===== src/sv/merge_sorter_core_defines.svh =====
// Assertion macros shared by the merge sorter RTL.
// Used by merge_sorter_core; expects aclk and aresetn in scope.
`ifndef MERGE_SORTER_CORE_DEFINES_SVH
`define MERGE_SORTER_CORE_DEFINES_SVH

// same-cycle implication
`define MSC_ASSERT_NOW(lbl, ante, cons, msg) \
    lbl: assert property (@(posedge aclk) disable iff (!aresetn) (ante) |-> (cons)) \
        else $error(msg);

// next-cycle implication
`define MSC_ASSERT_NXT(lbl, ante, cons, msg) \
    lbl: assert property (@(posedge aclk) disable iff (!aresetn) (ante) |=> (cons)) \
        else $error(msg);

`endif


===== src/sv/msort_pkg.sv =====
// Shared types and constants of the merge sorter.
// No dependencies.
package msort_pkg;

    localparam int DATA_W = 32;

    typedef logic signed [DATA_W-1:0] value_t;

    typedef struct packed {
        logic done;     // one-cycle pulse, sort finished
        logic res_sel;  // memory that holds the sorted set (0: mem0, 1: mem1)
    } merge_stat_t;

endpackage


===== src/sv/msort_merge.sv =====
// Bottom-up merge sequencer: ping-pong passes between two RAMs, one write per cycle while merging (none in M_SETUP).
// Depends on msort_pkg; drives the read and write ports of two msort_ram instances.
module msort_merge #(
    parameter int MAX_COUNT = 64
) (
    input  logic                          clk,
    input  logic                          rstn,
    input  logic                          start,
    input  logic [$clog2(MAX_COUNT+1)-1:0] n_in,
    output logic [$clog2(MAX_COUNT)-1:0]   rd_addr_a,
    output logic [$clog2(MAX_COUNT)-1:0]   rd_addr_b,
    input  msort_pkg::value_t              rd_data_a,
    input  msort_pkg::value_t              rd_data_b,
    output logic                          wr_en,
    output logic [$clog2(MAX_COUNT)-1:0]   wr_addr,
    output msort_pkg::value_t              wr_data,
    output msort_pkg::merge_stat_t         stat
);

    localparam int AW = $clog2(MAX_COUNT);
    localparam int CW = $clog2(MAX_COUNT + 1);
    localparam int SW = CW + 2;

    typedef enum logic [1:0] {
        M_IDLE,
        M_SETUP,
        M_MERGE
    } mstate_t;

    mstate_t           state_reg;
    logic              done_reg;
    logic              src_reg;
    logic              fresh_l_reg;
    logic              fresh_r_reg;
    logic [CW-1:0]     n_reg;
    logic [CW-1:0]     w_reg;
    logic [CW-1:0]     lo_reg;
    logic [CW-1:0]     mid_reg;
    logic [CW-1:0]     hi_reg;
    logic [CW-1:0]     i_reg;
    logic [CW-1:0]     j_reg;
    logic [CW-1:0]     k_reg;
    msort_pkg::value_t hl_reg;
    msort_pkg::value_t hr_reg;

    msort_pkg::value_t hl;
    msort_pkg::value_t hr;
    logic              l_ok;
    logic              r_ok;
    logic              take_l;
    logic [CW-1:0]     k_next;
    logic              pair_end;
    logic [SW-1:0]     n_s;
    logic [SW-1:0]     w2_s;
    logic [SW-1:0]     lo_next_s;
    logic [SW-1:0]     mid_next_s;
    logic [SW-1:0]     hi_next_s;
    logic [SW-1:0]     phi_s;
    logic [CW-1:0]     mid_next;
    logic [CW-1:0]     hi_next;
    logic [CW-1:0]     phi;

    always_comb begin
        hl     = fresh_l_reg ? rd_data_a : hl_reg;
        hr     = fresh_r_reg ? rd_data_b : hr_reg;
        l_ok   = i_reg < mid_reg;
        r_ok   = j_reg < hi_reg;
        take_l = l_ok && (!r_ok || (hl < hr));

        k_next   = k_reg + 1'b1;
        pair_end = (k_next == hi_reg);

        n_s        = SW'(n_reg);
        w2_s       = SW'(w_reg) << 1;
        lo_next_s  = SW'(lo_reg) + w2_s;
        mid_next_s = lo_next_s + SW'(w_reg);
        hi_next_s  = lo_next_s + w2_s;
        phi_s      = w2_s << 1;
        mid_next   = (mid_next_s < n_s) ? mid_next_s[CW-1:0] : n_reg;
        hi_next    = (hi_next_s < n_s) ? hi_next_s[CW-1:0] : n_reg;
        phi        = (phi_s < n_s) ? phi_s[CW-1:0] : n_reg;

        if (state_reg == M_MERGE) begin
            rd_addr_a = AW'(i_reg + 1'b1);
            rd_addr_b = AW'(j_reg + 1'b1);
        end else begin
            rd_addr_a = AW'(i_reg);
            rd_addr_b = AW'(j_reg);
        end

        wr_en   = (state_reg == M_MERGE);
        wr_addr = AW'(k_reg);
        wr_data = take_l ? hl : hr;

        stat.done    = done_reg;
        stat.res_sel = src_reg;
    end

    always_ff @(posedge clk) begin
        if (!rstn) begin
            state_reg   <= M_IDLE;
            done_reg    <= 1'b0;
            src_reg     <= 1'b0;
            fresh_l_reg <= 1'b0;
            fresh_r_reg <= 1'b0;
        end else begin
            done_reg <= 1'b0;
            case (state_reg)
                M_IDLE: begin
                    if (start) begin
                        n_reg   <= n_in;
                        src_reg <= 1'b0;
                        w_reg   <= CW'(1);
                        lo_reg  <= '0;
                        mid_reg <= CW'(1);
                        hi_reg  <= CW'(2);
                        i_reg   <= '0;
                        j_reg   <= CW'(1);
                        k_reg   <= '0;
                        if (n_in < CW'(2)) begin
                            done_reg <= 1'b1;
                        end else begin
                            state_reg <= M_SETUP;
                        end
                    end
                end
                M_SETUP: begin
                    fresh_l_reg <= 1'b1;
                    fresh_r_reg <= 1'b1;
                    state_reg   <= M_MERGE;
                end
                M_MERGE: begin
                    hl_reg      <= hl;
                    hr_reg      <= hr;
                    k_reg       <= k_next;
                    fresh_l_reg <= take_l;
                    fresh_r_reg <= !take_l;
                    if (take_l) begin
                        i_reg <= i_reg + 1'b1;
                    end else begin
                        j_reg <= j_reg + 1'b1;
                    end
                    if (pair_end) begin
                        if (lo_next_s < n_s) begin
                            lo_reg    <= lo_next_s[CW-1:0];
                            mid_reg   <= mid_next;
                            hi_reg    <= hi_next;
                            i_reg     <= lo_next_s[CW-1:0];
                            j_reg     <= mid_next;
                            k_reg     <= lo_next_s[CW-1:0];
                            state_reg <= M_SETUP;
                        end else begin
                            src_reg <= !src_reg;
                            if (w2_s >= n_s) begin
                                done_reg  <= 1'b1;
                                state_reg <= M_IDLE;
                            end else begin
                                w_reg     <= w2_s[CW-1:0];
                                lo_reg    <= '0;
                                mid_reg   <= w2_s[CW-1:0];
                                hi_reg    <= phi;
                                i_reg     <= '0;
                                j_reg     <= w2_s[CW-1:0];
                                k_reg     <= '0;
                                state_reg <= M_SETUP;
                            end
                        end
                    end
                end
                default: begin
                    state_reg <= M_IDLE;
                end
            endcase
        end
    end

endmodule


===== config.mk =====
export PLATFORM = sky130hd
export DESIGN_NAME = msort_merge
export DESIGN_NICKNAME = d
export VERILOG_FILES = /design/src/sv/merge_sorter_core_defines.svh /design/src/sv/msort_pkg.sv /design/src/sv/msort_merge.sv
export SDC_FILE = /design/constraint.sdc
export NUM_CORES = 1
export LEC_CHECK = 0
export CAP_MARGIN = 10
export CORE_ASPECT_RATIO = 1.4
export CORE_UTILIZATION = 40
export CTS_CLUSTER_DIAMETER = 60
export DETAILED_ROUTE_END_ITERATION = 12
export DONT_BUFFER_PORTS = 1
export PLACE_DENSITY = 0.65
export SYNTH_ARGS = -nofsm -noshare
export SYNTH_HDL_FRONTEND = slang
export SYNTH_SLANG_ARGS = --single-unit

===== constraint.sdc =====
create_clock -name clk -period 5.3 [get_ports clk]
set_clock_uncertainty 0.05 [all_clocks]
set_input_delay 1.06 -clock clk [delete_from_list [all_inputs] [get_ports clk]]
set_output_delay 1.06 -clock clk [all_outputs]
set_load 0.02 [all_outputs]

* Yosys cells after proc, flatten, opt, wreduce, memory -nomap -nowiden
Index checks and enable logic that the tools add are counted.
** Word-level totals
- Register bits after elaboration :: 126
- Bits of input ports :: 74
- Output and inout port bits :: 53
- Logic and storage cells :: 112
** Cells by class
- Add/subtract/negate cells :: 6
- $lt $le $gt $ge :: 9
- Eq/ne operators :: 9
- Multiplexer cells :: 58
- Reduce and logical (&&, ||, !) cells :: 15
** Operator list (count)
- 7-bit 2-to-1 mux :: 28
- 7-bit case mux with 2 select lines :: 7
- 32-bit 2-to-1 mux :: 3
- 9-bit by 7-bit less-than comparator with 1-bit output :: 4
- 32-bit less-than comparator :: 1
- 7-bit by 1-bit adder with 7-bit output (second input constant) :: 3
- 7-bit less-than comparator :: 2
- 6-bit 2-to-1 mux :: 2
- 1-bit 2-to-1 mux :: 10
- 7-bit by 8-bit adder with 9-bit output :: 1
- 9-bit by 7-bit adder with 9-bit output :: 1
- 9-bit by 8-bit adder with 9-bit output :: 1
- 3-bit AND reduction :: 3
- 8-bit by 7-bit >= comparator with 1-bit output :: 1
- 2-bit inequality test (second input constant) :: 4
- 1-bit case mux with 2 select lines :: 4
- 7-bit equality test :: 1
- 7-bit by 2-bit less-than comparator with 1-bit output (second input constant) :: 1
- 2-bit 2-to-1 mux :: 3
- 2-bit case mux with 3 select lines :: 1
- 6-bit AND reduction :: 1
- 5-bit AND reduction :: 1
- 4-bit AND reduction :: 1
- 2-bit nonzero test :: 2
- other kinds (9) :: 11

* Longest topological paths before layout
- Depth after elaboration :: 9
- Mapped depth :: 19

* Worst setup path before layout
No wires, ideal clock.
- Kind :: in2out
- From :: input port rd_data_a[22]
- To :: output port wr_data[10]
- Arrival :: 3.699 ns
- Required time :: 4.190 ns
- Slack :: 0.491 ns
- Stages on the path :: 10
- Cells stage by stage :: mux2_2 -> ha_1 -> nand4_1 -> or4_1 -> a2111oi_1 -> nor4b_1 -> o211ai_2 -> buf_4 -> buf_4 -> mux2_2
** On the way
- Word-level cells in the longest chain between the ends :: 5
** RTL lines
- from (decl) :: RTL line msort_merge.sv:12 : input msort_pkg::value_t rd_data_a,
- 32-bit 2-to-1 mux :: RTL line msort_merge.sv:64 : hl = fresh_l_reg ? rd_data_a : hl_reg;
- 32-bit less-than comparator :: RTL line msort_merge.sv:68 : take_l = l_ok && (!r_ok || (hl < hr));
- 1-bit logical OR :: RTL line msort_merge.sv:68
- 1-bit logical AND :: RTL line msort_merge.sv:68
- 32-bit 2-to-1 mux :: RTL line msort_merge.sv:93 : wr_data = take_l ? hl : hr;
- to (decl) :: RTL line msort_merge.sv:16 : output msort_pkg::value_t wr_data,
No other way between the ends.

* Worst setup path after layout
- From :: register fresh_l_reg
- To :: output port wr_data[3]
** On the way
- Word-level cells in the longest chain between the ends :: 5
** RTL lines
- from (decl) :: RTL line msort_merge.sv:33 : logic fresh_l_reg;
- from (signal assigned) :: RTL line msort_merge.sv:136 : fresh_l_reg <= take_l;
- 32-bit 2-to-1 mux :: RTL line msort_merge.sv:64
- net hl[22] :: RTL line msort_merge.sv:46 : msort_pkg::value_t hl;
- 32-bit less-than comparator :: RTL line msort_merge.sv:68
- 1-bit logical OR :: RTL line msort_merge.sv:68
- 1-bit logical AND :: RTL line msort_merge.sv:68
- 32-bit 2-to-1 mux :: RTL line msort_merge.sv:93
The timed path passes the listed nets, and every way through them passes these cells.

==> flow_metrics.py <==
metrics = {
    "synth": {
        "syn_nets": 1018,
        "ys_types": 67,
        "async_flop_share_pct": 0,
        "synthTopCellsByArea": "edfxtp_1 (40%), ha_1 (14%), mux2_2 (8.2%)",
        "yosysMostFrequentCell": "edfxtp_1",
        "yosysWarnings": 0,
        "syn_area_sq_um": 9080,
        "yosysSeqAreaShare_pct": 41.0,
        "synth_cells": 842,
        "synth_edf_count": 120,
        "synth_seq_cells": 126,
        "syn-mean-instance-area_sq_um": 10.8,
        "synth_common_cells": "edfxtp_1 (120), ha_1 (99), inv_1 (80)",
        "synth_top_cell_area_share_pct": 39.7,
        "ys.flop_type": "edfxtp_1",
        "synth_top_area_cell": "edfxtp_1",
    },
    "setup_path": {
        "path_class": "flop to primary output",
        "regToRegEndpoint": "lo_reg[0]",
        "path_max_fanout": 30,
        "rr_startpoint": "w_reg[0]",
        "reg2reg_slack_ps": 720,
        "reg2reg_depth": 16,
        "end_kind": "primary output",
        "required_ps": 4190,
        "arrival_ps": 3990,
        "critPathLaunchType": "flop",
    },
    "worst_hold_path": {
        "hold_depth": 2,
        "holdCritPathClass": "flop to flop",
        "hp-start": "state_reg[0]",
        "min_to": "state_reg[0]",
    },
    "clock_network": {
        "hold_buffers": 0,
        "clk_pin_slew_ps": 60,
        "cts_tree": "built",
        "cts_root_buffer": "clkbuf_16",
        "h-tree-depth": 4,
        "clockBufferDepth": 2,
        "cts_buffers": 17,
        "insertion_delay_ps": 420,
        "cts_sinks": 126,
    },
    "routing": {
        "via_count": 6542,
        "wire_per_inst_um": 19.5,
        "first_pass_iters": 5,
        "vias_per_cell": 5.57,
        "ant_nets": 0,
        "drt_iter0_markers": 349,
        "routed_wl_um": 22900,
        "drc": 0,
    },
    "cells_and_area": {
        "final_cells": 1175,
        "areaGrowthSynthToFinish_pct": 12.6,
        "drive_gt1_share_pct": 16.9,
        "fillers": 2040,
        "insertedDiodeCount": 0,
        "nNetsFinal": 1042,
        "final_cell_area_sq_um": 10200,
    },
    "timing": {
        "tns_ps": 0,
        "hold_viol": 0,
        "final-setup-viol-count": 0,
        "slew_headroom_pct": 40.3,
        "timing.hold.ws_ps": 455,
        "fin_crit_sh_pct": 96.2,
        "drv_slew": 0,
        "setup_slack_ps": 204,
        "min_period_ps": 5100,
        "tightest_slew_ps": 895,
        "clock.fmax_mhz": 196,
        "grt_setup_unrepaired": "false",
    },
    "placement": {
        "io_buffers": 0,
        "dpl.hpwl_um": 18000,
        "gp_congestion": 0.908,
        "dpl_cell_area_sq_um": 9590,
        "dp_slack_ps": 257,
        "dp_cells": 1144,
    },
    "die": {
        "core_area_sq_um": 22000,
        "dieArea_sq_um": 23300,
        "initial_utilization_pct": 41.2,
        "fp-row-count": 64,
        "pin_count": 127,
        "fp.dieW_um": 129,
        "die_h_um": 180,
    },
    "pwr": {
        "peakVddDrop_v": 0.000263,
        "power.density_nw_per_um2": 624,
        "p_leak_uw": 0.00407,
    },
    "global_route": {
        "grt_overflow_total": 0,
        "grt_start_max_net_pins": 37,
        "grt_pass1_wl_um": 35200,
        "grt_pass1_vias": 6464,
        "antenna_found_initial": 0,
        "grt_usage_pct": 19.9,
    },
    "job": {
        "cap_violations": 0,
    },
    "outcome": {
        "status": "finished, final reports clean",
    },
}
worst max-delay path by stage:
stage,start,endpoint,slack [ps],depth (start not counted)
after floorplan,rd_data_a[22],wr_data[10],490,10
after global placement,rd_data_a[22],wr_data[5],370,9
after detailed placement,rd_data_a[22],wr_data[10],260,9
after CTS,fresh_l_reg,wr_data[31],170,10
after global routing,fresh_l_reg,wr_data[1],10,10
final,fresh_l_reg,wr_data[3],200,10
cells in the final DEF, fill, tap and decap left out, types with 4 or more instances in the layout:
cell / count
ha_1: 98
o211ai_1: 5
dfxtp_1: 5
a211oi_1: 6
nand2_1: 35
o21a_1: 5
a31oi_1: 4
mux2_2: 66
o22ai_1: 11
inv_1: 80
xor2_1: 17
nor2b_1: 7
buf_4: 36
bufinv_16: 4
clkinv_4: 4
o21ai_0: 44
nand3_1: 20
and2_1: 9
clkbuf_16: 17
mux2i_1: 37
xnor2_1: 26
a21o_1: 12
nand4_1: 10
nor2_1: 58
a221oi_1: 5
nor3_1: 6
edfxtp_1: 120
a21oi_1: 48
nand2b_1: 4
nor4_1: 4
and3_1: 6
power by group:
group / switching (uW) / internal [uW]
logic: 2210 / 1490
registers: 139 / 1320
clock network: 437 / 783
metal layers:
layer / vias to the layer above / track usage (%) / routed length, um
met2: 186 / 36.6 / 12200
met1: 3159 / 21.2 / 8740
met4: 0 / 7.91 / 632
met5: - / 0 / 0
met3: 40 / 5.02 / 1380
li1: 3157 / - / -
cell type report:
type                       instances  area (sq um)  area share, %
multi-input combinational        603          4890           47.9
sequential                       126          3720           36.5
clock buffer                      17           425           4.16
tap                              297           372           3.64
timing repair buffer              38           310           3.04
inverter                          80           300           2.94
clock inverter                    14           193           1.89
critical path, cell delays in order (launching register included):
cell	delay, ps
dfxtp_1	320
buf_4	240
mux2_2	390
ha_1	340
nand4_1	200
or4_1	640
a2111oi_2	370
nor4b_1	160
o211ai_4	240
buf_12	220
mux2_2	420
kinds of logic (layout without fill, tap and decap cells):
group	Yosys count	in the layout	share of synthesized area, %
compound gates	175	175	12.4
fa+ha+maj	102	102	14.3
buf+inv	113	149	5.28
xor+xnor	46	46	4.89
mux	103	103	12.3
flops	126	126	41.0
simple gates	177	177	9.79
what timing repair did:
| action | in CTS | in global routing |
|---|---|---|
| gates resized for setup | 0 | 1 |
| setup endpoints to repair | 0 | 28 |
| setup buffers | 0 | 0 |
stage by stage:
| stage | total power (uW) | util [%] |
|---|---|---|
| 6_report | 6380 | 46.4 |
| 5_1_grt | 6820 | 46.4 |
| 4_1_cts | 6410 | 46.4 |
| 3_5_place_dp | 5160 | 43.6 |
| 3_3_place_gp | 5090 | 43.6 |
| 2_1_floorplan | 4170 | - |
Note: power is estimated with default switching activity, not from simulation.
