## src/sv/merge_sorter_core_defines.svh

```systemverilog
// Assertion macros shared by the merge sorter RTL.
// Used by merge_sorter_core; expects aclk and aresetn in scope.
`ifndef MERGE_SORTER_CORE_DEFINES_SVH
`define MERGE_SORTER_CORE_DEFINES_SVH

// same-cycle implication
`define MSC_ASSERT_NOW(lbl, ante, cons, msg) \
    lbl: assert property (@(posedge aclk) disable iff (!aresetn) (ante) |-> (cons)) \
        else $error(msg);

// next-cycle implication
`define MSC_ASSERT_NXT(lbl, ante, cons, msg) \
    lbl: assert property (@(posedge aclk) disable iff (!aresetn) (ante) |=> (cons)) \
        else $error(msg);

`endif

```

## src/sv/msort_pkg.sv

```systemverilog
// Shared types and constants of the merge sorter.
// No dependencies.
package msort_pkg;

    localparam int DATA_W = 32;

    typedef logic signed [DATA_W-1:0] value_t;

    typedef struct packed {
        logic done;     // one-cycle pulse, sort finished
        logic res_sel;  // memory that holds the sorted set (0: mem0, 1: mem1)
    } merge_stat_t;

endpackage

```

## src/sv/msort_obuf.sv

```systemverilog
// Output register plus skid stage for the sorted stream, fed by RAM reads.
// Depends on msort_pkg; tracks one read in flight to keep credit with two slots.
module msort_obuf (
    input  logic              clk,
    input  logic              rstn,
    input  logic              issue,
    input  logic              issue_last,
    input  msort_pkg::value_t rd_data,
    output logic              room,
    output logic              empty,
    output logic              m_tvalid,
    input  logic              m_tready,
    output msort_pkg::value_t m_tdata,
    output logic              m_tlast
);

    logic              out_v_reg;
    logic              skid_v_reg;
    logic              infl_reg;
    logic              infl_last_reg;
    msort_pkg::value_t out_data_reg;
    logic              out_last_reg;
    msort_pkg::value_t skid_data_reg;
    logic              skid_last_reg;

    logic              pop;
    logic [1:0]        occ;
    logic [1:0]        occ_left;
    logic              load_out;

    always_comb begin
        pop      = out_v_reg && m_tready;
        occ      = 2'(out_v_reg) + 2'(skid_v_reg) + 2'(infl_reg);
        occ_left = occ - 2'(pop);
        room     = occ_left < 2'd2;
        empty    = (occ == 2'd0);
        load_out = !out_v_reg || pop;
        m_tvalid = out_v_reg;
        m_tdata  = out_data_reg;
        m_tlast  = out_last_reg;
    end

    always_ff @(posedge clk) begin
        if (!rstn) begin
            out_v_reg  <= 1'b0;
            skid_v_reg <= 1'b0;
            infl_reg   <= 1'b0;
        end else begin
            infl_reg <= issue;
            if (load_out) begin
                out_v_reg  <= skid_v_reg || infl_reg;
                skid_v_reg <= skid_v_reg && infl_reg;
            end else if (infl_reg) begin
                skid_v_reg <= 1'b1;
            end
        end
    end

    always_ff @(posedge clk) begin
        infl_last_reg <= issue_last;
        if (load_out) begin
            if (skid_v_reg) begin
                out_data_reg <= skid_data_reg;
                out_last_reg <= skid_last_reg;
                if (infl_reg) begin
                    skid_data_reg <= rd_data;
                    skid_last_reg <= infl_last_reg;
                end
            end else if (infl_reg) begin
                out_data_reg <= rd_data;
                out_last_reg <= infl_last_reg;
            end
        end else if (infl_reg) begin
            skid_data_reg <= rd_data;
            skid_last_reg <= infl_last_reg;
        end
    end

endmodule

```

## config.mk

```make
export PLATFORM = sky130hd
export DESIGN_NAME = msort_obuf
export DESIGN_NICKNAME = d
export VERILOG_FILES = /design/src/sv/merge_sorter_core_defines.svh /design/src/sv/msort_pkg.sv /design/src/sv/msort_obuf.sv
export SDC_FILE = /design/constraint.sdc
export NUM_CORES = 1
export LEC_CHECK = 0
export BUFFER_PORTS_ARGS = -buffer_cell sky130_fd_sc_hd__buf_2
export CAP_MARGIN = 20
export CORE_MARGIN = 2
export CORE_UTILIZATION = 34
export CTS_CLUSTER_SIZE = 8
export DETAILED_ROUTE_END_ITERATION = 8
export PLACE_DENSITY = 0.61
export SLEW_MARGIN = 0
export SYNTH_ARGS = -nofsm -noshare
export SYNTH_HDL_FRONTEND = slang
export SYNTH_SLANG_ARGS = --single-unit
```

## constraint.sdc

```tcl
create_clock -name clk -period 8.1 [get_ports clk]
set_input_delay 0.81 -clock clk [delete_from_list [all_inputs] [get_ports clk]]
set_output_delay 0.81 -clock clk [all_outputs]
set_load 0.005 [all_outputs]
```

# After elaboration in Yosys (flattened, before gate mapping)
# Cells that the tools add are included.
[op_classes]
n_addsub = 3
n_lt_le_gt_ge = 1
n_eq_ne = 1
n_mux = 12
reduce_logical = 9
[op_table]
columns = ["op", "n"]
rows = [
  ["$mux 32", 5],
  ["$mux 1", 7],
  ["$reduce_bool 2->1", 2],
  ["$add 1x1->2", 1],
  ["$add 2x1->2", 1],
  ["$logic_and 1x1->1", 2],
  ["$logic_not 2->1", 1],
  ["$logic_or 1x1->1", 2],
  ["$lt 2x2->1 const B", 1],
  ["$ne 2x2->1 const B", 1],
  ["$reduce_and 2->1", 1],
  ["$sub 2x1->2", 1],
  ["$logic_not 1->1", 1],
]
[word_totals]
ff_bits = 70
input_bits = 37
output_inout_bits = 36

# Longest topological paths before layout
# Gate-level depths: netlist (run 1).
[logic_depth]
ltp_word = 4
depth_mapped = 6
depth_no_buf = 4

# Worst setup path after synthesis (run 1)
# Ideal clock, no wire load.
[synth_path]
path_type = "in2reg"
start = "in m_tready"
end = "reg out_data_reg[0], in the netlist m_tdata[0] (enable)"
arrival_time_ps = 2659
required_time_ps = 7666
slack_ps = 5007
stages = 2
path_buffers = 0
path_cell_list = "and2b_1 -> a21oi_1"
[synth_between]
elab_chain_cells = 3
[synth_rtl]
columns = ["item", "line_no", "rtl"]
rows = [
  ["start, declared", "msort_obuf.sv:12", "input logic m_tready,"],
  ["$logic_and 1x1->1", "msort_obuf.sv:32", "pop = out_v_reg && m_tready;"],
  ["$logic_or 1x1->1", "msort_obuf.sv:37", "load_out = !out_v_reg || pop;"],
  ["$reduce_and 2->1 (no line)", "--", ""],
  ["end signal, assigned", "msort_obuf.sv:63", "out_data_reg <= skid_data_reg;"],
  ["end signal, assigned", "msort_obuf.sv:70", "out_data_reg <= rd_data;"],
  ["end, declared", "msort_obuf.sv:21", "msort_pkg::value_t out_data_reg;"],
]
# No other way between the ends.
# A chain may end at the register's enable or synchronous reset.

# Worst setup path after layout (run 1)
[layout_path]
start = "reg skid_v_reg"
end = "out room"
[layout_between]
elab_chain_cells = 4
[layout_rtl]
columns = ["item", "line_no", "rtl"]
rows = [
  ["start, declared", "msort_obuf.sv:18", "logic skid_v_reg;"],
  ["start signal, assigned", "msort_obuf.sv:52", "skid_v_reg <= skid_v_reg && infl_reg;"],
  ["$add 1x1->2", "msort_obuf.sv:33", "occ = 2'(out_v_reg) + 2'(skid_v_reg) + 2'(infl_reg);"],
  ["$add 2x1->2", "msort_obuf.sv:33", ""],
  ["$sub 2x1->2", "msort_obuf.sv:34", "occ_left = occ - 2'(pop);"],
  ["$lt 2x2->1", "msort_obuf.sv:35", "room = occ_left < 2'd2;"],
  ["end, declared", "msort_obuf.sv:9", "output logic room,"],
]
# No other way between the ends.

==> results.cfg, run 1 <==
[sta]
skew_ns = 0.008085
setup_viol_count_final = 0
tightestPinTransition_ns = 0.8931
hold_viol_final = 0
slew_headroom_pct = 40.32
rsz0062_at_grt = false
maxSlewViolCount = 0
max_freq_mhz = 361.7
worst_slack_ns = 5.335
finalCritPeriodShare_pct = 34.14
setup_tns_ns = 0
fin_crit_ns = 2.765

[run]
maxCapViolCount = 0

[floorplanning]
start_util_pct = 34.94
die_h_um = 93.12
core_um2 = 7727
die_w_um = 93.12
dieArea_um2 = 8670
num_io_pins = 73
std_cell_rows = 32

[final_layout]
nets = 242
syn_to_final_growth_pct = 24.56
drive_gt1_share_pct = 58.37
final_cells = 311
layout_commonest_cell = buf_2
insertedDiodeCount = 0
final_cell_mix = buf_2, edfxtp_1, mux2_4

[pwr]
p_sw_share_pct = 19.59
combPwrFrac_pct = 6.2
power_density_nw_per_um2 = 212.2
leakagePower_nw = 1.264
p_switching_w = 0.0001398
clockPowerShare_pct = 36.1
pwr-share-seq_pct = 57.6
ir_drop_v = 0.00007192
p_int_w = 0.0005739

[detailed_routing]
drc = 0
via_per_inst = 4.164
dr_total_vias = 1295
initialDrtViolationCount = 45
drt_first_pass_iters = 4
ant_nets = 0
wire_per_inst_um = 13.54
finalWirelength_um = 4210

[setup_path]
r2r_start = m_tvalid
critical_path_class = reg -> out
r2r_end = skid_data_reg[8]
startpoint_type = register
cp-end-kind = primary output
reg2regPathDepth = 3
critPathArrivalTime_ns = 1.95
regToRegSetupSlack_ns = 6.30
critPathMaxFanout = 13
required_ns = 7.29

[logic_synthesis]
ys_types = 19
avgSynthCellArea_um2 = 21.95
yosys.area.top_type = edfxtp_1
synthCells = 123
syn_area_um2 = 2700
yosys_register_bits = 70
syn_nets = 161
yosysSeqAreaShare_pct = 76.37
yosysWarnings = 0
synth_area_leaders = edfxtp_1, mux2_4, dfxtp_1, mux2_2, buf_12
synth_top_cell_area_share_pct = 73.40

[global_routing]
overflow = 0
grt_usage_pct = 10.59
antenna_found_initial = 0
grt_pass1_wl_um = 6782
gr-usage-met2_pct = 17.21
use_met3_pct = 3.304
met1_usage_pct = 12.66
first_global_vias = 1360
busiest_layer = met2
grt_max_degree = 38

[worst_hold_path]
hp-class = reg -> reg
hold_path_end = skid_last_reg
hold_path_startpoint = infl_last_reg
min_path_cells = 0

[cts]
worstSkewPairLatency_ns = 0.33
cts_made_buffers = 9
cts.htree.levels = 3
post-cts-setup-buffer-count = 0
cts_root_buf = clkbuf_8
post_cts_resized = 0
clk_pin_slew_worst_paths_ns = 0.07
clockBufferDepth = 2
ctsHoldBuffers = 0
tritoncts = built
clock_sinks = 70

[place]
gp_congestion = 0.6888
place_ws_ns = 5.027
dp.cells = 293
dpl.hpwl_um = 2805
place.port_buffers = 72

[outcome]
status = finished, final reports clean
[stage by stage]
stage | total power [W] | hold WS, ns | cell area (um^2) | utilization (%)
floorplan | 0.0004406 | 0.4044 | 2700 | -
global placement | 0.0004628 | 0.4160 | 3142 | 40.66
detailed placement | 0.0004637 | 0.4203 | 3142 | 40.66
CTS | 0.0007229 | 0.4388 | 3323 | 43.01
global route | 0.0007404 | 0.4597 | 3363 | 43.52
finish | 0.0007137 | 0.4348 | 3363 | 43.52
[final cells by class]
| type | count | area (um^2) |
|---|---|---|
| fill | 691 | 4364 |
| sequential | 70 | 2063 |
| multi-input combinational | 46 | 579.3 |
| timing repair buffer | 74 | 400.4 |
| clock buffer | 11 | 131.4 |
| tap | 102 | 127.6 |
| clock inverter | 5 | 50.05 |
| inverter | 3 | 11.26 |
[power by group through the flow]
stage	clock network (W)	registers, W	logic, W
global placement	0	0.000420	0.0000428
finish	0.000258	0.000411	0.0000445
detailed placement	0	0.000420	0.0000435
CTS	0.000267	0.000412	0.0000437
floorplan	0	0.000421	0.0000198
global route	0.000279	0.000412	0.0000495
[per-layer routing]
layer / vias up / part of all wire, %
li1: 636 / -
met5: - / 0
met2: 44 / 50
met3: 9 / 5.4
met4: 0 / 2.0
met1: 606 / 43
[worst max-delay path: stages (launching register included)]
cell and delay, ns:
dfxtp_2 0.55, inv_1 0.17, fa_1 0.55, nand3_1 0.09, xnor2_1 0.14, buf_2 0.13
[cells in the mapped netlist]
library cell / instances
edfxtp_1: 66
mux2_4: 26
mux2_2: 7
dfxtp_1: 4
inv_1: 3
and2_1: 2
buf_12: 2
nor2_1: 2
a21boi_1: 1
a21oi_1: 1
and2b_1: 1
buf_6: 1
buf_8: 1
fa_1: 1
nand2_1: 1
nand3_1: 1
o21ai_0: 1
o31a_1: 1
xnor2_1: 1
[worst max path at each step]
stage | start | endpoint | slack (ns) | cells after the start
final | skid_v_reg | room | 5.34 | 5
after global routing | skid_v_reg | room | 5.17 | 5
after CTS | skid_v_reg | room | 4.64 | 5
after detailed placement | skid_v_reg | room | 5.03 | 5
after global placement | skid_v_reg | room | 5.05 | 5
after floorplan | m_tready | m_tdata[0] | 5.01 | 2
[cells by family (layout without fill, tap and decap cells)]
logic type               Yosys count  count (layout)  synth area share, %
AO/OA/AOI/OAI                      4               4               0.9729
XOR/XNOR                           1               1               0.3244
adder cells (fa/ha/maj)            1               1               0.7415
buffers and inverters              7              93                2.873
flip-flops                        70              70                76.37
multiplexers                      33              33                17.38
AND/OR/NAND/NOR                    7               7                1.344
Note: power is estimated with default switching activity, not from simulation.
==> inputs of run 2 (changes only) <==
--- a/config.mk
+++ b/config.mk
@@ -11,7 +11,7 @@
 export CORE_UTILIZATION = 34
 export CTS_CLUSTER_SIZE = 8
 export DETAILED_ROUTE_END_ITERATION = 8
-export PLACE_DENSITY = 0.61
+export PLACE_DENSITY = 0.63
 export SLEW_MARGIN = 0
 export SYNTH_ARGS = -nofsm -noshare
 export SYNTH_HDL_FRONTEND = slang
==> constraint.sdc (replaced) <==
create_clock -name clk -period 2.4 [get_ports clk]
set_input_delay 0.24 -clock clk [delete_from_list [all_inputs] [get_ports clk]]
set_output_delay 0.24 -clock clk [all_outputs]
set_load 0.005 [all_outputs]
==> run 2 against run 1 <==
Net effect: die area stayed put; clock-buffer cell count stayed put; global-route usage is 0.27 points higher; highest routed layer unchanged.
==> results.cfg, run 2 (synthesized netlist as in run 1, its figures left out) <==
[final_layout]
n_fill_cell = 676
syn_to_final_growth_pct = 26.92
nets = 245
insertedDiodeCount = 0
layout_commonest_cell = buf_2
final_cell_mix = buf_2, edfxtp_1, mux2_4
final_core_util_pct = 44.35
drive_gt1_share_pct = 60.38

[floorplanning]
start_util_pct = 34.94
dieArea_um2 = 8670
die_w_um = 93.12
core_um2 = 7727
die_h_um = 93.12
std_cell_rows = 32
num_io_pins = 73

[detailed_routing]
ant_nets = 0
initialDrtViolationCount = 80
dr_total_vias = 1348
via_per_inst = 4.293
finalWirelength_um = 4431
drt_first_pass_iters = 3
drc = 0
wire_per_inst_um = 14.11

[cts]
clk_pin_slew_worst_paths_ns = 0.07
post-cts-setup-buffer-count = 0
cts_root_buf = clkbuf_8
ctsHoldBuffers = 1
tritoncts = built
clockBufferDepth = 2
cts.htree.levels = 3
post_cts_resized = 0
cts_made_buffers = 9
worstSkewPairLatency_ns = 0.34
clock_sinks = 70

[pwr]
p_sw_share_pct = 19.40
p_int_w = 0.002107
ir_drop_v = 0.0005129
p_switching_w = 0.0005073
pwr-share-seq_pct = 53.1
leakagePower_nw = 1.303
combPwrFrac_pct = 5.9
power_density_nw_per_um2 = 762.9
clockPowerShare_pct = 41.0

[setup_path]
critPathMaxFanout = 4
critical_path_class = reg -> out
cp-end-kind = primary output
required_ns = 2.16
startpoint_type = register
critPathArrivalTime_ns = 1.74

[sta]
maxSlewViolCount = 0
slew_headroom_pct = 60.73
setup_viol_count_final = 0
finalCritPeriodShare_pct = 82.50
fin_crit_ns = 1.980
tightestPinTransition_ns = 0.5890
max_freq_mhz = 505.1
setup_tns_ns = 0
worst_slack_ns = 0.4200
skew_ns = 0.009350
hold_viol_final = 0
rsz0062_at_grt = false

[place]
gp_congestion = 0.7210
dpl.hpwl_um = 3041
place.port_buffers = 72
place_ws_ns = 0.7162

[global_routing]
grt_max_degree = 37
grt_usage_pct = 10.86
grt_pass1_wl_um = 6858
antenna_found_initial = 0
overflow = 0
first_global_vias = 1378

[worst_hold_path]
hp-class = in -> reg

[outcome]
status = finished, final reports clean

[run]
maxCapViolCount = 0
-- run 2: changes by cell type in the layout (fill, tap and decap cells not counted), sizes merged --
cell,before,now
buf,74,76
bufinv,1,2
clkinv,3,2
dlygate4sd3,0,1
-- run 2: final timing paths --
| kind | endpoint | slack [ns] | depth (start not counted) | from |
|---|---|---|---|---|
| setup / recovery | room | 0.42 | 5 | infl_reg |
| hold / removal | skid_data_reg[31] | 0.08 | 1 | rd_data[31] |
| setup reg to reg | skid_data_reg[6] | 0.75 | 4 | skid_v_reg |
| hold reg to reg | skid_last_reg | 0.44 | 0 | infl_last_reg |
-- run 2: per-layer routing --
layer	track usage (%)	wire length (um)	up-vias
li1	-	-	643
met1	13.55	1972	639
met2	15.76	1988	54
met3	4.915	371	12
met4	5.882	98	0
met5	0	0	-
-- run 2: through the flow --
stage / hold WS (ns) / cell area (um^2) / cells / power, W
after floorplan: 0.2677 / 2706 / 123 / 0.001487
after global placement: 0.3447 / 3184 / 297 / 0.001568
after detailed placement: 0.3457 / 3184 / 297 / 0.001571
after CTS: 0.06778 / 3427 / 314 / 0.002648
after global routing: 0.06266 / 3427 / 314 / 0.002711
final: 0.08306 / 3427 / 314 / 0.002615
-- run 2: cell type report --
class,count,area (um^2),share of cell area [%]
Clock buffer,11,151.4,4.418
Tap cell,102,127.6,3.724
Clock inverter,5,81.33,2.373
Sequential cell,70,2063,60.20
Timing Repair Buffer,77,412.9,12.05
Inverter,3,11.26,0.3286
Multi-Input combinational cell,46,579.3,16.90
-- run 2: worst max-delay path, cell delays in order, from the launching register on --
cell     delay, ns
dfxtp_1       0.37
inv_1         0.14
fa_1          0.53
nand3_1       0.09
xnor2_1       0.13
buf_2         0.13
-- run 2: power by group through the flow --
stage	logic [W]	clock network (W)	registers (W)
detailed placement	0.000156	0	0.00141
global placement	0.000153	0	0.00141
finish	0.000154	0.00107	0.00139
floorplan	0.0000679	0	0.00142
CTS	0.000158	0.00110	0.00139
global route	0.000169	0.00115	0.00139
==> inputs of run 3 (changes only) <==
--- a/config.mk
+++ b/config.mk
@@ -11,7 +11,7 @@
 export CORE_UTILIZATION = 34
 export CTS_CLUSTER_SIZE = 8
 export DETAILED_ROUTE_END_ITERATION = 8
-export PLACE_DENSITY = 0.63
+export PLACE_DENSITY = 0.61
 export SLEW_MARGIN = 0
 export SYNTH_ARGS = -nofsm -noshare
 export SYNTH_HDL_FRONTEND = slang
==> constraint.sdc (replaced) <==
create_clock -name clk -period 2 [get_ports clk]
set_input_delay 0.2 -clock clk [delete_from_list [all_inputs] [get_ports clk]]
set_output_delay 0.2 -clock clk [all_outputs]
set_load 0.005 [all_outputs]
==> run 3 against run 2 <==
Net effect: non-clock buffer count is 3 higher; wire length shrank 6.5%; global-route usage is 0.52 points lower; die area did not move; clock-buffer cell count unchanged; largest cell class unchanged.
==> results.cfg, run 3 (synthesized netlist as in run 1, its figures left out) <==
[outcome]
status = finished, final reports clean

[sta]
tightestPinTransition_ns = 0.3553
slew_headroom_pct = 76.31
finalCritPeriodShare_pct = 94.09
setup_viol_count_final = 0
skew_ns = 0.007639
setup_tns_ns = 0
rsz0062_at_grt = false
maxSlewViolCount = 0
fin_crit_ns = 1.882
hold_viol_final = 0
max_freq_mhz = 531.4

[detailed_routing]
drt_first_pass_iters = 4
dr_total_vias = 1317
initialDrtViolationCount = 33
finalWirelength_um = 4141
wire_per_inst_um = 13.06
ant_nets = 0
drc = 0
via_per_inst = 4.155

[run]
maxCapViolCount = 0

[setup_path]
critPathCapture = room
required_ns = 1.80
r2r_start = m_tvalid
slowest_delay_ns = 0.55
critPathMaxFanout = 7
critical_path.startpoint = skid_v_reg
regToRegSetupSlack_ns = 0.59
critical_path_class = reg -> out
critPathArrivalTime_ns = 1.68
crit_chain = inv_4, fa_1, nand3_1, xnor2_1, buf_2
reg2regPathDepth = 4
cp-end-kind = primary output
worst_path_max_delay_cell = fa_1
startpoint_type = register
r2r_end = skid_data_reg[6]

[cts]
clockBufferDepth = 2
cts_made_buffers = 9
cts_root_buf = clkbuf_8
cts.htree.levels = 3
tritoncts = built
clk_pin_slew_worst_paths_ns = 0.07
worstSkewPairLatency_ns = 0.33
clock_sinks = 70

[pwr]
p_switching_w = 0.0005741
clockPowerShare_pct = 36.3
leakagePower_nw = 1.293
combPwrFrac_pct = 6.3
pwr-share-seq_pct = 57.4
p_sw_share_pct = 19.80
ir_drop_v = 0.0004103
power_density_nw_per_um2 = 851.7
p_int_w = 0.002325

[global_routing]
grt_max_degree = 34
grt_pass1_wl_um = 6527
first_global_vias = 1359
grt_usage_pct = 10.34
overflow = 0
antenna_found_initial = 0

[final_layout]
nets = 248
syn_to_final_growth_pct = 26.09
final_cell_mix = buf_2, edfxtp_1, mux2_4
drive_gt1_share_pct = 60.47
insertedDiodeCount = 0
final_cells = 317
n_fill_cell = 703
layout_commonest_cell = buf_2

[worst_hold_path]
hold_path_startpoint = rd_data[15]
min_path_cells = 1
hp-class = in -> reg

[floorplanning]
num_io_pins = 73
die_w_um = 93.12
die_h_um = 93.12
core_um2 = 7727
start_util_pct = 34.94
dieArea_um2 = 8670
std_cell_rows = 32

[place]
dpl.hpwl_um = 2813
place.port_buffers = 72
gp_congestion = 0.6373
dp.cells = 298
==> run 3: cell count changes in the layout (fill, tap and decap cells not counted), sizes merged <==
cell / previous run / this run
bufinv: 2 / 1
clkinv: 2 / 3
buf: 76 / 79
==> run 3: final cells by class <==
type                    count  area (um^2)  share of cell area (%)
flip-flops and latches     70         2067                   60.71
multi-input cells          46        579.3                   17.02
repair buffers             80        435.4                   12.79
clock buffers              11        131.4                   3.859
well taps                 102        127.6                   3.749
clock inverters             5        50.05                   1.470
inverters                   3        13.76                  0.4043
==> run 3: timing repair <==
| action | CTS | global route |
|---|---|---|
| resized for setup | 0 | 5 |
| setup buffers | 0 | 2 |
| hold buffers | 1 | 0 |
| hold endpoints to repair | 1 | 0 |
| setup endpoints to repair | 0 | 1 |
==> run 3: worst min-delay path by stage <==
stage / to / slack [ns]
2_1_floorplan: infl_last_reg / 0.23
3_3_place_gp: infl_last_reg / 0.31
3_5_place_dp: infl_last_reg / 0.31
4_1_cts: skid_data_reg[15] / 0.03
5_1_grt: skid_data_reg[20] / 0.04
6_report: skid_data_reg[15] / 0.05
==> run 3: per-layer routing <==
layer  vias to the layer above  wire [um]  global-route usage [%]
met4                         0         70                   5.882
met2                        51       1892                   15.76
li1                        647          -                       -
met1                       610       1836                   12.53
met3                         9        342                   4.029
met5                         -          0                       0
==> run 3: critical path: cells and delay by family (launching register included) <==
kind,cells,cell delay [ns]
and+or+nand+nor,1,0.09
adders and majority gates,1,0.55
buffers and inverters,2,0.17
DFF,1,0.39
xor gates and xnor gates,1,0.15
==> run 3: power groups by stage <==
| stage | clock, W | combinational [W] | sequential (W) |
|---|---|---|---|
| 2_1_floorplan | 0 | 0.0000830 | 0.00170 |
| 3_3_place_gp | 0 | 0.000183 | 0.00170 |
| 3_5_place_dp | 0 | 0.000186 | 0.00170 |
| 4_1_cts | 0.00109 | 0.000188 | 0.00167 |
| 5_1_grt | 0.00116 | 0.000205 | 0.00167 |
| 6_report | 0.00105 | 0.000183 | 0.00166 |
==> run 3: stage by stage <==
step           total power [W]  utilization, %  hold WS, ns  worst slack (ns)  area (um^2)
6_report              0.002900           44.06      0.05419            0.1182         3405
5_1_grt               0.003027           44.06      0.03997         0.0007319         3405
4_1_cts               0.002947           43.78      0.03252           0.05340         3383
3_5_place_dp          0.001883           41.31       0.3069            0.4478         3192
3_3_place_gp          0.001879           41.31       0.3064            0.4447         3192
2_1_floorplan         0.001785               -       0.2277           0.06982         2714
